File: src/rtl/core/cgi_pkg.sv
// cgi_pkg: shared constants, types and helpers for the colour gradient interpolator
// used by every module under rtl/core; depends on nothing
`default_nettype none

package cgi_pkg;

  // fixed point format of positions
  localparam int unsigned FracBits = 16;
  localparam int unsigned PosW     = FracBits + 1;   // unsigned, 0..2.0 - lsb
  localparam int unsigned InW      = FracBits + 2;   // signed sample position
  localparam int unsigned RemW     = PosW + 1;       // divider partial remainder

  // gradient storage
  localparam int unsigned MaxMarks = 7;
  localparam int unsigned IdxW     = 3;
  localparam int unsigned CntW     = 3;

  // colour channels, red first
  localparam int unsigned ChW   = 8;
  localparam int unsigned NumCh = 4;
  localparam int unsigned RgbaW = ChW * NumCh;
  localparam int unsigned ProdW = ChW + FracBits;

  // register port
  localparam int unsigned AddrW   = 6;
  localparam int unsigned AddrLsb = 3;
  localparam int unsigned DataW   = 64;

  localparam logic [PosW-1:0] PosOne = PosW'(1) << FracBits;

  // register indexes
  localparam logic [IdxW-1:0] RegMarkCount = IdxW'(0);
  localparam logic [IdxW-1:0] RegMarkFirst = IdxW'(1);

  // empty gradient colour: opaque black
  localparam logic [RgbaW-1:0] EmptyRgba = RgbaW'(8'hff);

  typedef struct packed {
    logic [PosW-1:0]  pos;
    logic [RgbaW-1:0] rgba;
  } mark_t;

  // sideband that follows a word down the pipe
  typedef struct packed {
    logic            empty;  // no marks in use
    logic            flat;   // output the colour of mark idx as is
    logic [IdxW-1:0] idx;    // flat: mark to show, else lower mark of the span
  } tag_t;

  function automatic logic [ChW-1:0] mark_chan(input mark_t m, input int unsigned ch);
    mark_chan = m.rgba[ChW*(NumCh-1-ch) +: ChW];
  endfunction

endpackage

`default_nettype wire

File: src/rtl/core/cgi_select.sv
// cgi_select: clamps the sample, finds the span of marks around it and forms
// the divider operands; two register stages, uses cgi_pkg
`default_nettype none

module cgi_select (
  input  logic                                clk_i,
  input  logic                                rst_ni,
  input  logic                                valid_i,
  output logic                                ready_o,
  input  logic signed [cgi_pkg::InW-1:0]      sample_position_i,
  input  logic [cgi_pkg::CntW-1:0]            mark_count_i,
  input  cgi_pkg::mark_t [cgi_pkg::MaxMarks-1:0] marks_i,
  output logic                                valid_o,
  input  logic                                ready_i,
  output logic [cgi_pkg::PosW-1:0]            num_o,
  output logic [cgi_pkg::PosW-1:0]            den_o,
  output cgi_pkg::tag_t                       tag_o
);
  import cgi_pkg::*;

  // stage a: clamp and compare
  logic                a_valid_q;
  logic [PosW-1:0]     a_t_q, a_t_d;
  logic [MaxMarks-1:0] a_lt_q, a_lt_d;
  logic                a_ready;

  // stage b: span select and operands
  logic            b_valid_q;
  logic [PosW-1:0] b_num_q, b_num_d;
  logic [PosW-1:0] b_den_q, b_den_d;
  tag_t            b_tag_q, b_tag_d;
  logic            b_ready;

  assign b_ready = !b_valid_q || ready_i;
  assign a_ready = !a_valid_q || b_ready;
  assign ready_o = a_ready;

  always_comb begin
    logic [PosW-1:0] raw;
    raw = sample_position_i[InW-2:0];
    if (sample_position_i[InW-1]) begin
      a_t_d = '0;
    end else if (raw > PosOne) begin
      a_t_d = PosOne;
    end else begin
      a_t_d = raw;
    end
    for (int i = 0; i < MaxMarks; i++) begin
      a_lt_d[i] = (CntW'(i) < mark_count_i) && (a_t_d < marks_i[i].pos);
    end
  end

  always_comb begin
    logic [IdxW-1:0] up;
    logic            found;
    logic [IdxW-1:0] lo_idx;
    logic [IdxW-1:0] hi_idx;
    up    = IdxW'(mark_count_i);
    found = 1'b0;
    for (int i = 0; i < MaxMarks; i++) begin
      if (!found && a_lt_q[i]) begin
        up    = IdxW'(i);
        found = 1'b1;
      end
    end
    b_tag_d.empty = (mark_count_i == '0);
    b_tag_d.flat  = (up == '0) || (up == IdxW'(mark_count_i));
    if (up == '0) begin
      b_tag_d.idx = '0;
    end else if (b_tag_d.flat) begin
      b_tag_d.idx = IdxW'(mark_count_i) - IdxW'(1);
    end else begin
      b_tag_d.idx = up - IdxW'(1);
    end
    // operands only matter inside a span
    lo_idx  = b_tag_d.flat ? '0 : up - IdxW'(1);
    hi_idx  = b_tag_d.flat ? '0 : up;
    b_num_d = a_t_q - marks_i[lo_idx].pos;
    b_den_d = marks_i[hi_idx].pos - marks_i[lo_idx].pos;
  end

  always_ff @(posedge clk_i or negedge rst_ni) begin
    if (!rst_ni) begin
      a_valid_q <= 1'b0;
      b_valid_q <= 1'b0;
    end else begin
      if (a_ready) begin
        a_valid_q <= valid_i;
      end
      if (b_ready) begin
        b_valid_q <= a_valid_q;
      end
    end
  end

  always_ff @(posedge clk_i) begin
    if (a_ready && valid_i) begin
      a_t_q  <= a_t_d;
      a_lt_q <= a_lt_d;
    end
    if (b_ready && a_valid_q) begin
      b_num_q <= b_num_d;
      b_den_q <= b_den_d;
      b_tag_q <= b_tag_d;
    end
  end

  assign valid_o = b_valid_q;
  assign num_o   = b_num_q;
  assign den_o   = b_den_q;
  assign tag_o   = b_tag_q;

endmodule

`default_nettype wire

File: src/rtl/core/cgi_divide.sv
// cgi_divide: pipelined restoring divider, one quotient bit per stage,
// giving floor(num * 2^FracBits / den) for num < den; uses cgi_pkg
`default_nettype none

module cgi_divide (
  input  logic                         clk_i,
  input  logic                         rst_ni,
  input  logic                         valid_i,
  output logic                         ready_o,
  input  logic [cgi_pkg::PosW-1:0]     num_i,
  input  logic [cgi_pkg::PosW-1:0]     den_i,
  input  cgi_pkg::tag_t                tag_i,
  output logic                         valid_o,
  input  logic                         ready_i,
  output logic [cgi_pkg::FracBits-1:0] frac_o,
  output cgi_pkg::tag_t                tag_o
);
  import cgi_pkg::*;

  logic [FracBits-1:0]               valid_q;
  logic [FracBits:0]                 rdy;
  logic [FracBits-1:0][RemW-1:0]     rem_q;
  logic [FracBits-1:0][FracBits-1:0] quo_q;
  logic [FracBits-1:0][PosW-1:0]     den_q;
  tag_t [FracBits-1:0]               tag_q;

  assign rdy[FracBits] = ready_i;
  assign ready_o       = rdy[0];

  for (genvar k = 0; k < FracBits; k++) begin : g_stage
    logic                v_in;
    logic [RemW-1:0]     r_in;
    logic [FracBits-1:0] q_in;
    logic [PosW-1:0]     d_in;
    tag_t                t_in;
    logic [RemW-1:0]     shifted;
    logic                ge;

    if (k == 0) begin : g_first
      assign v_in = valid_i;
      assign r_in = {1'b0, num_i};
      assign q_in = '0;
      assign d_in = den_i;
      assign t_in = tag_i;
    end else begin : g_next
      assign v_in = valid_q[k-1];
      assign r_in = rem_q[k-1];
      assign q_in = quo_q[k-1];
      assign d_in = den_q[k-1];
      assign t_in = tag_q[k-1];
    end

    assign rdy[k]  = !valid_q[k] || rdy[k+1];
    assign shifted = {r_in[RemW-2:0], 1'b0};
    assign ge      = shifted >= {1'b0, d_in};

    always_ff @(posedge clk_i or negedge rst_ni) begin
      if (!rst_ni) begin
        valid_q[k] <= 1'b0;
      end else if (rdy[k]) begin
        valid_q[k] <= v_in;
      end
    end

    always_ff @(posedge clk_i) begin
      if (rdy[k] && v_in) begin
        rem_q[k] <= ge ? shifted - {1'b0, d_in} : shifted;
        quo_q[k] <= {q_in[FracBits-2:0], ge};
        den_q[k] <= d_in;
        tag_q[k] <= t_in;
      end
    end
  end

  assign valid_o = valid_q[FracBits-1];
  assign frac_o  = quo_q[FracBits-1];
  assign tag_o   = tag_q[FracBits-1];

endmodule

`default_nettype wire

File: src/rtl/core/cgi_blend.sv
// cgi_blend: per channel lerp between two mark colours with floor rounding,
// then the output register; multiply stage and add stage, uses cgi_pkg
`default_nettype none

module cgi_blend (
  input  logic                                clk_i,
  input  logic                                rst_ni,
  input  logic                                valid_i,
  output logic                                ready_o,
  input  logic [cgi_pkg::FracBits-1:0]        frac_i,
  input  cgi_pkg::tag_t                       tag_i,
  input  cgi_pkg::mark_t [cgi_pkg::MaxMarks-1:0] marks_i,
  output logic                                valid_o,
  input  logic                                ready_i,
  output logic [cgi_pkg::RgbaW-1:0]           rgba_o
);
  import cgi_pkg::*;

  // multiply stage
  logic                        m_valid_q;
  logic [NumCh-1:0][ChW-1:0]   m_lo_q, m_lo_d;
  logic [NumCh-1:0][ProdW-1:0] m_prod_q, m_prod_d;
  logic [NumCh-1:0]            m_neg_q, m_neg_d;
  tag_t                        m_tag_q;
  logic                        m_ready;

  // output register
  logic             f_valid_q;
  logic [RgbaW-1:0] f_rgba_q, f_rgba_d;
  logic             f_ready;

  assign f_ready = !f_valid_q || ready_i;
  assign m_ready = !m_valid_q || f_ready;
  assign ready_o = m_ready;

  always_comb begin
    logic [IdxW-1:0] hi_idx;
    logic [ChW-1:0]  lo_c;
    logic [ChW-1:0]  hi_c;
    logic [ChW-1:0]  mag;
    hi_idx = tag_i.flat ? tag_i.idx : tag_i.idx + IdxW'(1);
    for (int c = 0; c < NumCh; c++) begin
      lo_c        = mark_chan(marks_i[tag_i.idx], c);
      hi_c        = mark_chan(marks_i[hi_idx], c);
      m_neg_d[c]  = hi_c < lo_c;
      mag         = m_neg_d[c] ? lo_c - hi_c : hi_c - lo_c;
      m_lo_d[c]   = lo_c;
      m_prod_d[c] = ProdW'(mag) * ProdW'(frac_i);
    end
  end

  always_comb begin
    logic [ProdW:0]   bump;
    logic [ChW-1:0]   step;
    logic [ChW-1:0]   ch;
    for (int c = 0; c < NumCh; c++) begin
      // a falling channel rounds its step up so that the result floors
      bump = {1'b0, m_prod_q[c]} + (m_neg_q[c] ? (ProdW+1)'({FracBits{1'b1}}) : '0);
      step = ChW'(bump >> FracBits);
      if (m_tag_q.flat) begin
        ch = m_lo_q[c];
      end else if (m_neg_q[c]) begin
        ch = m_lo_q[c] - step;
      end else begin
        ch = m_lo_q[c] + step;
      end
      f_rgba_d[ChW*(NumCh-1-c) +: ChW] = ch;
    end
    if (m_tag_q.empty) begin
      f_rgba_d = EmptyRgba;
    end
  end

  always_ff @(posedge clk_i or negedge rst_ni) begin
    if (!rst_ni) begin
      m_valid_q <= 1'b0;
      f_valid_q <= 1'b0;
    end else begin
      if (m_ready) begin
        m_valid_q <= valid_i;
      end
      if (f_ready) begin
        f_valid_q <= m_valid_q;
      end
    end
  end

  always_ff @(posedge clk_i) begin
    if (m_ready && valid_i) begin
      m_lo_q   <= m_lo_d;
      m_prod_q <= m_prod_d;
      m_neg_q  <= m_neg_d;
      m_tag_q  <= tag_i;
    end
    if (f_ready && m_valid_q) begin
      f_rgba_q <= f_rgba_d;
    end
  end

  assign valid_o = f_valid_q;
  assign rgba_o  = f_rgba_q;

endmodule

`default_nettype wire

File: src/rtl/core/color_gradient_interpolator.sv
// color_gradient_interpolator: top level with the register port and the
// select, divide and blend pipeline; uses cgi_pkg, cgi_select, cgi_divide, cgi_blend
`default_nettype none

// Piecewise linear RGBA8 gradient lookup. Up to seven marks, each an unsigned
// Q1.16 position and an RGBA8 colour, sit in registers with the number of
// marks in use; marks are expected in position order. Each input word is a
// signed Q1.16 sample position, clamped to 0..1.0, and gives one colour word:
// below the first mark the first colour, at or above the last mark the last
// colour, in between a per channel linear blend rounded down, and opaque black
// when no mark is in use. The block is fully pipelined and takes one word per
// clock while in_ready_o is high; it has twenty register stages: the two
// select stages, sixteen divider stages (one fraction bit each) and the
// multiply and output stages. Any stage that holds no word keeps accepting
// while the output waits, and back pressure only stops the pipe once it is
// full. Registers sit at byte address 8 * index (count first, then marks 0 to
// 6, 64 bit data) and must only be written while no word is in flight.

module color_gradient_interpolator (
  input  logic                              clk_i,
  input  logic                              rst_ni,
  // register port
  input  logic                              psel,
  input  logic                              penable,
  input  logic                              pwrite,
  input  logic [cgi_pkg::AddrW-1:0]         paddr,
  input  logic [cgi_pkg::DataW-1:0]         pwdata,
  output logic [cgi_pkg::DataW-1:0]         prdata,
  output logic                              pready,
  // sample words
  input  logic                              in_valid_i,
  output logic                              in_ready_o,
  input  logic signed [cgi_pkg::InW-1:0]    sample_position_i,
  // colour words
  output logic                              out_valid_o,
  input  logic                              out_ready_i,
  output logic [cgi_pkg::ChW-1:0]           red_o,
  output logic [cgi_pkg::ChW-1:0]           green_o,
  output logic [cgi_pkg::ChW-1:0]           blue_o,
  output logic [cgi_pkg::ChW-1:0]           alpha_o
);
  import cgi_pkg::*;

  // configuration registers
  logic [CntW-1:0]         mark_count_q;
  mark_t [MaxMarks-1:0]    marks_q;
  logic [IdxW-1:0]         reg_idx;
  logic [IdxW-1:0]         mark_idx;
  logic                    wr_en;

  // pipe links
  logic                sel_valid, sel_ready;
  logic [PosW-1:0]     sel_num, sel_den;
  tag_t                sel_tag;
  logic                div_valid, div_ready;
  logic [FracBits-1:0] div_frac;
  tag_t                div_tag;
  logic [RgbaW-1:0]    rgba;

  assign pready   = 1'b1;
  assign reg_idx  = paddr[AddrLsb +: IdxW];
  assign mark_idx = reg_idx - RegMarkFirst;
  assign wr_en    = psel && penable && pwrite && pready;

  always_ff @(posedge clk_i or negedge rst_ni) begin
    if (!rst_ni) begin
      mark_count_q <= '0;
      marks_q      <= '0;
    end else if (wr_en) begin
      case (reg_idx)
        RegMarkCount: begin
          mark_count_q <= pwdata[CntW-1:0];
        end
        default: begin
          // every other index is one of the marks
          marks_q[mark_idx] <= pwdata[$bits(mark_t)-1:0];
        end
      endcase
    end
  end

  always_comb begin
    case (reg_idx)
      RegMarkCount: begin
        prdata = DataW'(mark_count_q);
      end
      default: begin
        prdata = DataW'(marks_q[mark_idx]);
      end
    endcase
  end

  // clamp, span search and divider operands
  cgi_select u_select (
    .clk_i             (clk_i),
    .rst_ni            (rst_ni),
    .valid_i           (in_valid_i),
    .ready_o           (in_ready_o),
    .sample_position_i (sample_position_i),
    .mark_count_i      (mark_count_q),
    .marks_i           (marks_q),
    .valid_o           (sel_valid),
    .ready_i           (sel_ready),
    .num_o             (sel_num),
    .den_o             (sel_den),
    .tag_o             (sel_tag)
  );

  // blend fraction within the span
  cgi_divide u_divide (
    .clk_i   (clk_i),
    .rst_ni  (rst_ni),
    .valid_i (sel_valid),
    .ready_o (sel_ready),
    .num_i   (sel_num),
    .den_i   (sel_den),
    .tag_i   (sel_tag),
    .valid_o (div_valid),
    .ready_i (div_ready),
    .frac_o  (div_frac),
    .tag_o   (div_tag)
  );

  // channel lerp and output register
  cgi_blend u_blend (
    .clk_i   (clk_i),
    .rst_ni  (rst_ni),
    .valid_i (div_valid),
    .ready_o (div_ready),
    .frac_i  (div_frac),
    .tag_i   (div_tag),
    .marks_i (marks_q),
    .valid_o (out_valid_o),
    .ready_i (out_ready_i),
    .rgba_o  (rgba)
  );

  assign red_o   = rgba[ChW*3 +: ChW];
  assign green_o = rgba[ChW*2 +: ChW];
  assign blue_o  = rgba[ChW*1 +: ChW];
  assign alpha_o = rgba[ChW*0 +: ChW];

endmodule

`default_nettype wire
File: config.mk
export PLATFORM = sky130hd
export DESIGN_NAME = color_gradient_interpolator
export DESIGN_NICKNAME = d
export VERILOG_FILES = /design/src/rtl/core/cgi_pkg.sv /design/src/rtl/core/cgi_select.sv /design/src/rtl/core/cgi_divide.sv /design/src/rtl/core/cgi_blend.sv /design/src/rtl/core/color_gradient_interpolator.sv
export SDC_FILE = /design/constraint.sdc
export NUM_CORES = 2
export LEC_CHECK = 0
export BUFFER_PORTS_ARGS = -buffer_cell sky130_fd_sc_hd__clkbuf_2
export CORE_ASPECT_RATIO = 2
export CORE_MARGIN = 8
export CORE_UTILIZATION = 56
export DETAILED_ROUTE_END_ITERATION = 8
export GPL_TIMING_DRIVEN = 1
export PLACE_DENSITY = 0.79
export SLEW_MARGIN = 20
export SYNTH_ARGS = -nofsm -noshare
export SYNTH_HDL_FRONTEND = slang
export SYNTH_SLANG_ARGS = --single-unit
File: constraint.sdc
create_clock -name clk_i -period 18.32 [get_ports clk_i]
set_clock_uncertainty 0.05 [all_clocks]
set_input_delay 3.664 -clock clk_i [delete_from_list [all_inputs] [get_ports clk_i]]
set_output_delay 3.664 -clock clk_i [all_outputs]
set_load 0.01 [all_outputs]
==> summary.txt <==
================================================================================
Height of the chip ................................................       591 um
Arrival time of the worst setup path ..............................      8.92 ns
Count of hold buffers inserted by post-cts repair .................            0
Dpl cells .........................................................        10820
Startpoint Class .................................................. primary input
Detailed-route via count ..........................................        67997
RSZ-0062 raised after global routing ..............................           no
Actual slew at the worst max-slew pin .............................      1.32 ns
Post-cts resize count .............................................            0
Sequential standard cell area .....................................    37800 um2
Core area .........................................................   165000 um2
Worst Hold Class ..................................................   reg -> reg
Post-DR wirelength/cell ...........................................      23.1 um
Full die area .....................................................   180000 um2
Source of the worst register-to-register timing path .............. u_divide.tag_o[0]
Top-Level Pins ....................................................          194
FP Rows ...........................................................          211
First-pass GRT wire length ........................................    395000 um
Minimum clock period after layout .................................     12.63 ns
Final estimated routing congestion in global placement ............         1.06
Count of filler cells inserted in the layout ......................        12960
Final number of hold-violating endpoints ..........................            0
Buffer cell driving the clock tree root ........................... sky130_fd_sc_hd__clkbuf_16
Synthesis-stage register bit count ................................         1321
Xor and xnor fraction of the mapped netlist area ..................        3.71%
Met2 usage ........................................................        52.5%
Average footprint of a synthesized cell ...........................     10.6 um2
Count of input and output buffers .................................          159
Number of distinct library cells after synthesis ..................           97
Fraction of the mapped netlist area in adder cells ................        18.1%
Half-perimeter wire length of the detailed placement result .......    187000 um
Clock-pin slew on the worst setup and hold paths ..................      0.07 ns
Pin count of the biggest net entering global routing ..............          116
Total grt overflow ................................................            0
CTS Buf Count .....................................................          114
Total setup buffers inserted after CTS ............................            0
DRC marker count from the first detailed-route iteration ..........         4515
Minimum setup slack after placement ...............................      5.93 ns
Classification of the worst setup path ............................    in -> out
Antenna violations before repair ..................................           21
Clock tree from TritonCTS .........................................         done
Worst min-delay path startpoint ................................... u_divide.g_stage[8].t_in[1]
Multiplexer fraction of the synthesized cell area .................        8.18%
Nets ..............................................................        10025
Met1 track utilization from global routing ........................        27.0%
Global routing met3 resource utilization ..........................        5.00%
Peak Freq .........................................................     79.2 MHz
Most common library cell in the layout ignoring fill and taps ..... sky130_fd_sc_hd__inv_1
Max-cap violations ................................................            0
Data required time of the critical path ...........................     14.61 ns
Dominant combinational cell family by area after synthesis ........  adder cells
Worst setup path startpoint .......................................     paddr[3]
Post-synthesis instance area ......................................    92700 um2
Total length of routed wires ......................................    256000 um
Total clock sinks .................................................         1321
Setup Total Neg Slack .............................................         0 ns
Detail Route Antenna Nets .........................................            0
Iteration count of the initial detailed-routing pass ..............            9
Part of the cycle the worst path needs ............................        69.0%
DRC ...............................................................            0
Area delta synth->final ...........................................        7.73%
Final standard cell count with taps included and fillers excluded .        11052
Clock insertion delay at the later pin of the skew report .........      0.76 ns
Fraction of the mapped netlist area in compound gates .............        11.9%
Synthesized instance count ........................................         8761
Die outline width .................................................       304 um
EDFF count, synth .................................................          955
Count of endpoints failing setup in the final report ..............            0
Sequential fraction of the synthesis area .........................        40.8%
Result of the run .................................................    completed
Area of the multi-input gates .....................................    50100 um2
Simple-gate portion of the synthesized area .......................        11.7%
Most frequent cells in the layout ................................. 989 x sky130_fd_sc_hd__inv_1, 955 x sky130_fd_sc_hd__edfxtp_1, 753 x sky130_fd_sc_hd__ha_1
Share of layout cells above drive strength 1 ......................        11.9%
Setup crit end kind ............................................... primary output
Largest fanout of any net on the critical path ....................           79
Final number of max-transition violations .........................            0
GRT Total Usage ...................................................        28.0%
Buffers from clock root to sink, at most ..........................            3
H-Tree Depth ......................................................            3
Initial Util ......................................................        56.3%
Utilization after layout ..........................................        60.6%
Top flip-flop cell by instance count after synthesis .............. sky130_fd_sc_hd__edfxtp_1
Number of global-route vias before repair .........................        72130
Asr flop ratio synth ..............................................        27.7%
Max-slew headroom at the worst pin ................................        12.0%
Vias/cell .........................................................         6.15
Layer carrying the most global-route usage ........................         met2
Setup ws final ....................................................      5.69 ns
Syn. warnings .....................................................            0
================================================================================
metal layers:
layer | vias up | part of all wire (%)
li1 | 30702 | -
met1 | 33406 | 32
met2 | 2751 | 52
met3 | 1132 | 6.5
met4 | 6 | 8.9
met5 | - | 0.013
stage by stage:
stage	hold slack (ns)	instance area [um2]
3_3_place_gp	0.350	96000
4_1_cts	0.359	99700
2_1_floorplan	0.350	92800
3_5_place_dp	0.355	96000
6_report	0.362	99900
5_1_grt	0.354	99900
synthesized netlist by cell type (107+ instances only):
library cell / number / share of area (%)
sky130_fd_sc_hd__inv_1: 990 / 4.0
sky130_fd_sc_hd__fa_1: 365 / 7.9
sky130_fd_sc_hd__mux2i_1: 111 / 1.2
sky130_fd_sc_hd__edfxtp_1: 955 / 31
sky130_fd_sc_hd__mux2_2: 410 / 5.0
sky130_fd_sc_hd__a21oi_1: 478 / 2.6
sky130_fd_sc_hd__nand2b_1: 107 / 0.72
sky130_fd_sc_hd__nor2_1: 506 / 2.0
sky130_fd_sc_hd__dfrtp_1: 366 / 9.9
sky130_fd_sc_hd__xnor2_1: 270 / 2.6
sky130_fd_sc_hd__o21ai_0: 413 / 2.2
sky130_fd_sc_hd__nor2b_1: 182 / 1.2
sky130_fd_sc_hd__clkbuf_1: 257 / 1.0
sky130_fd_sc_hd__and2_1: 350 / 2.4
sky130_fd_sc_hd__xor2_1: 123 / 1.2
sky130_fd_sc_hd__nand2_1: 708 / 2.9
sky130_fd_sc_hd__a21o_1: 192 / 1.6
sky130_fd_sc_hd__ha_1: 754 / 10
logic make-up after synthesis:
kind of cell               Yosys count
muxes                              610
DFF                               1321
adders and majority gates         1119
xor gates and xnor gates           393
AOI/OAI and AO/OA                 1722
other                                2
and+or+nand+nor                   2243
buffers and inverters             1351
area by class of cell:
type	instances	area share, %
diodes	11	0.0276
clock buffers	146	3.03
clock inverters	70	0.725
inverters	992	3.73
multi-input cells	6103	50.2
flip-flops and latches	1321	37.9
well taps	2130	2.67
repair buffers	279	1.77
worst paths after layout:
path	to	slack, ns	cells after the start
worst min register to register	u_divide.g_stage[9].t_in[1]	0.36	0
max in group asynchronous	u_blend.valid_o	12.28	4
worst max-delay path	prdata[40]	5.69	12
worst max register to register	u_blend.m_prod_q[46]	6.99	36
min in group asynchronous	marks_q[182]	2.96	1
worst min-delay path	u_divide.g_stage[9].t_in[1]	0.36	0
sequential cells by signal (all words and copies together), names as in the netlist, 32 cells and up:
register	cells
marks_q	343
u_divide.g_stage.d_in	255
u_divide.g_stage.r_in	255
u_divide.g_stage.q_in	120
u_blend.m_prod_q	96
u_divide.g_stage.t_in	75
u_blend.m_lo_q	32
u_blend.rgba_o	32
worst max-delay path: stages:
cell and delay, ns:
sky130_fd_sc_hd__buf_4 0.43, sky130_fd_sc_hd__inv_2 0.39, sky130_fd_sc_hd__ha_1 0.41, sky130_fd_sc_hd__xnor2_2 0.87, sky130_fd_sc_hd__buf_4 0.61, sky130_fd_sc_hd__buf_4 0.82
sky130_fd_sc_hd__nor2_1 0.41, sky130_fd_sc_hd__a221oi_1 0.44, sky130_fd_sc_hd__a21oi_1 0.10, sky130_fd_sc_hd__a221oi_1 0.39, sky130_fd_sc_hd__nor2_1 0.11, sky130_fd_sc_hd__clkbuf_2 0.16
Power is not shown: default switching activity piles up to over one toggle a cycle in this logic, so the estimate is an artifact.
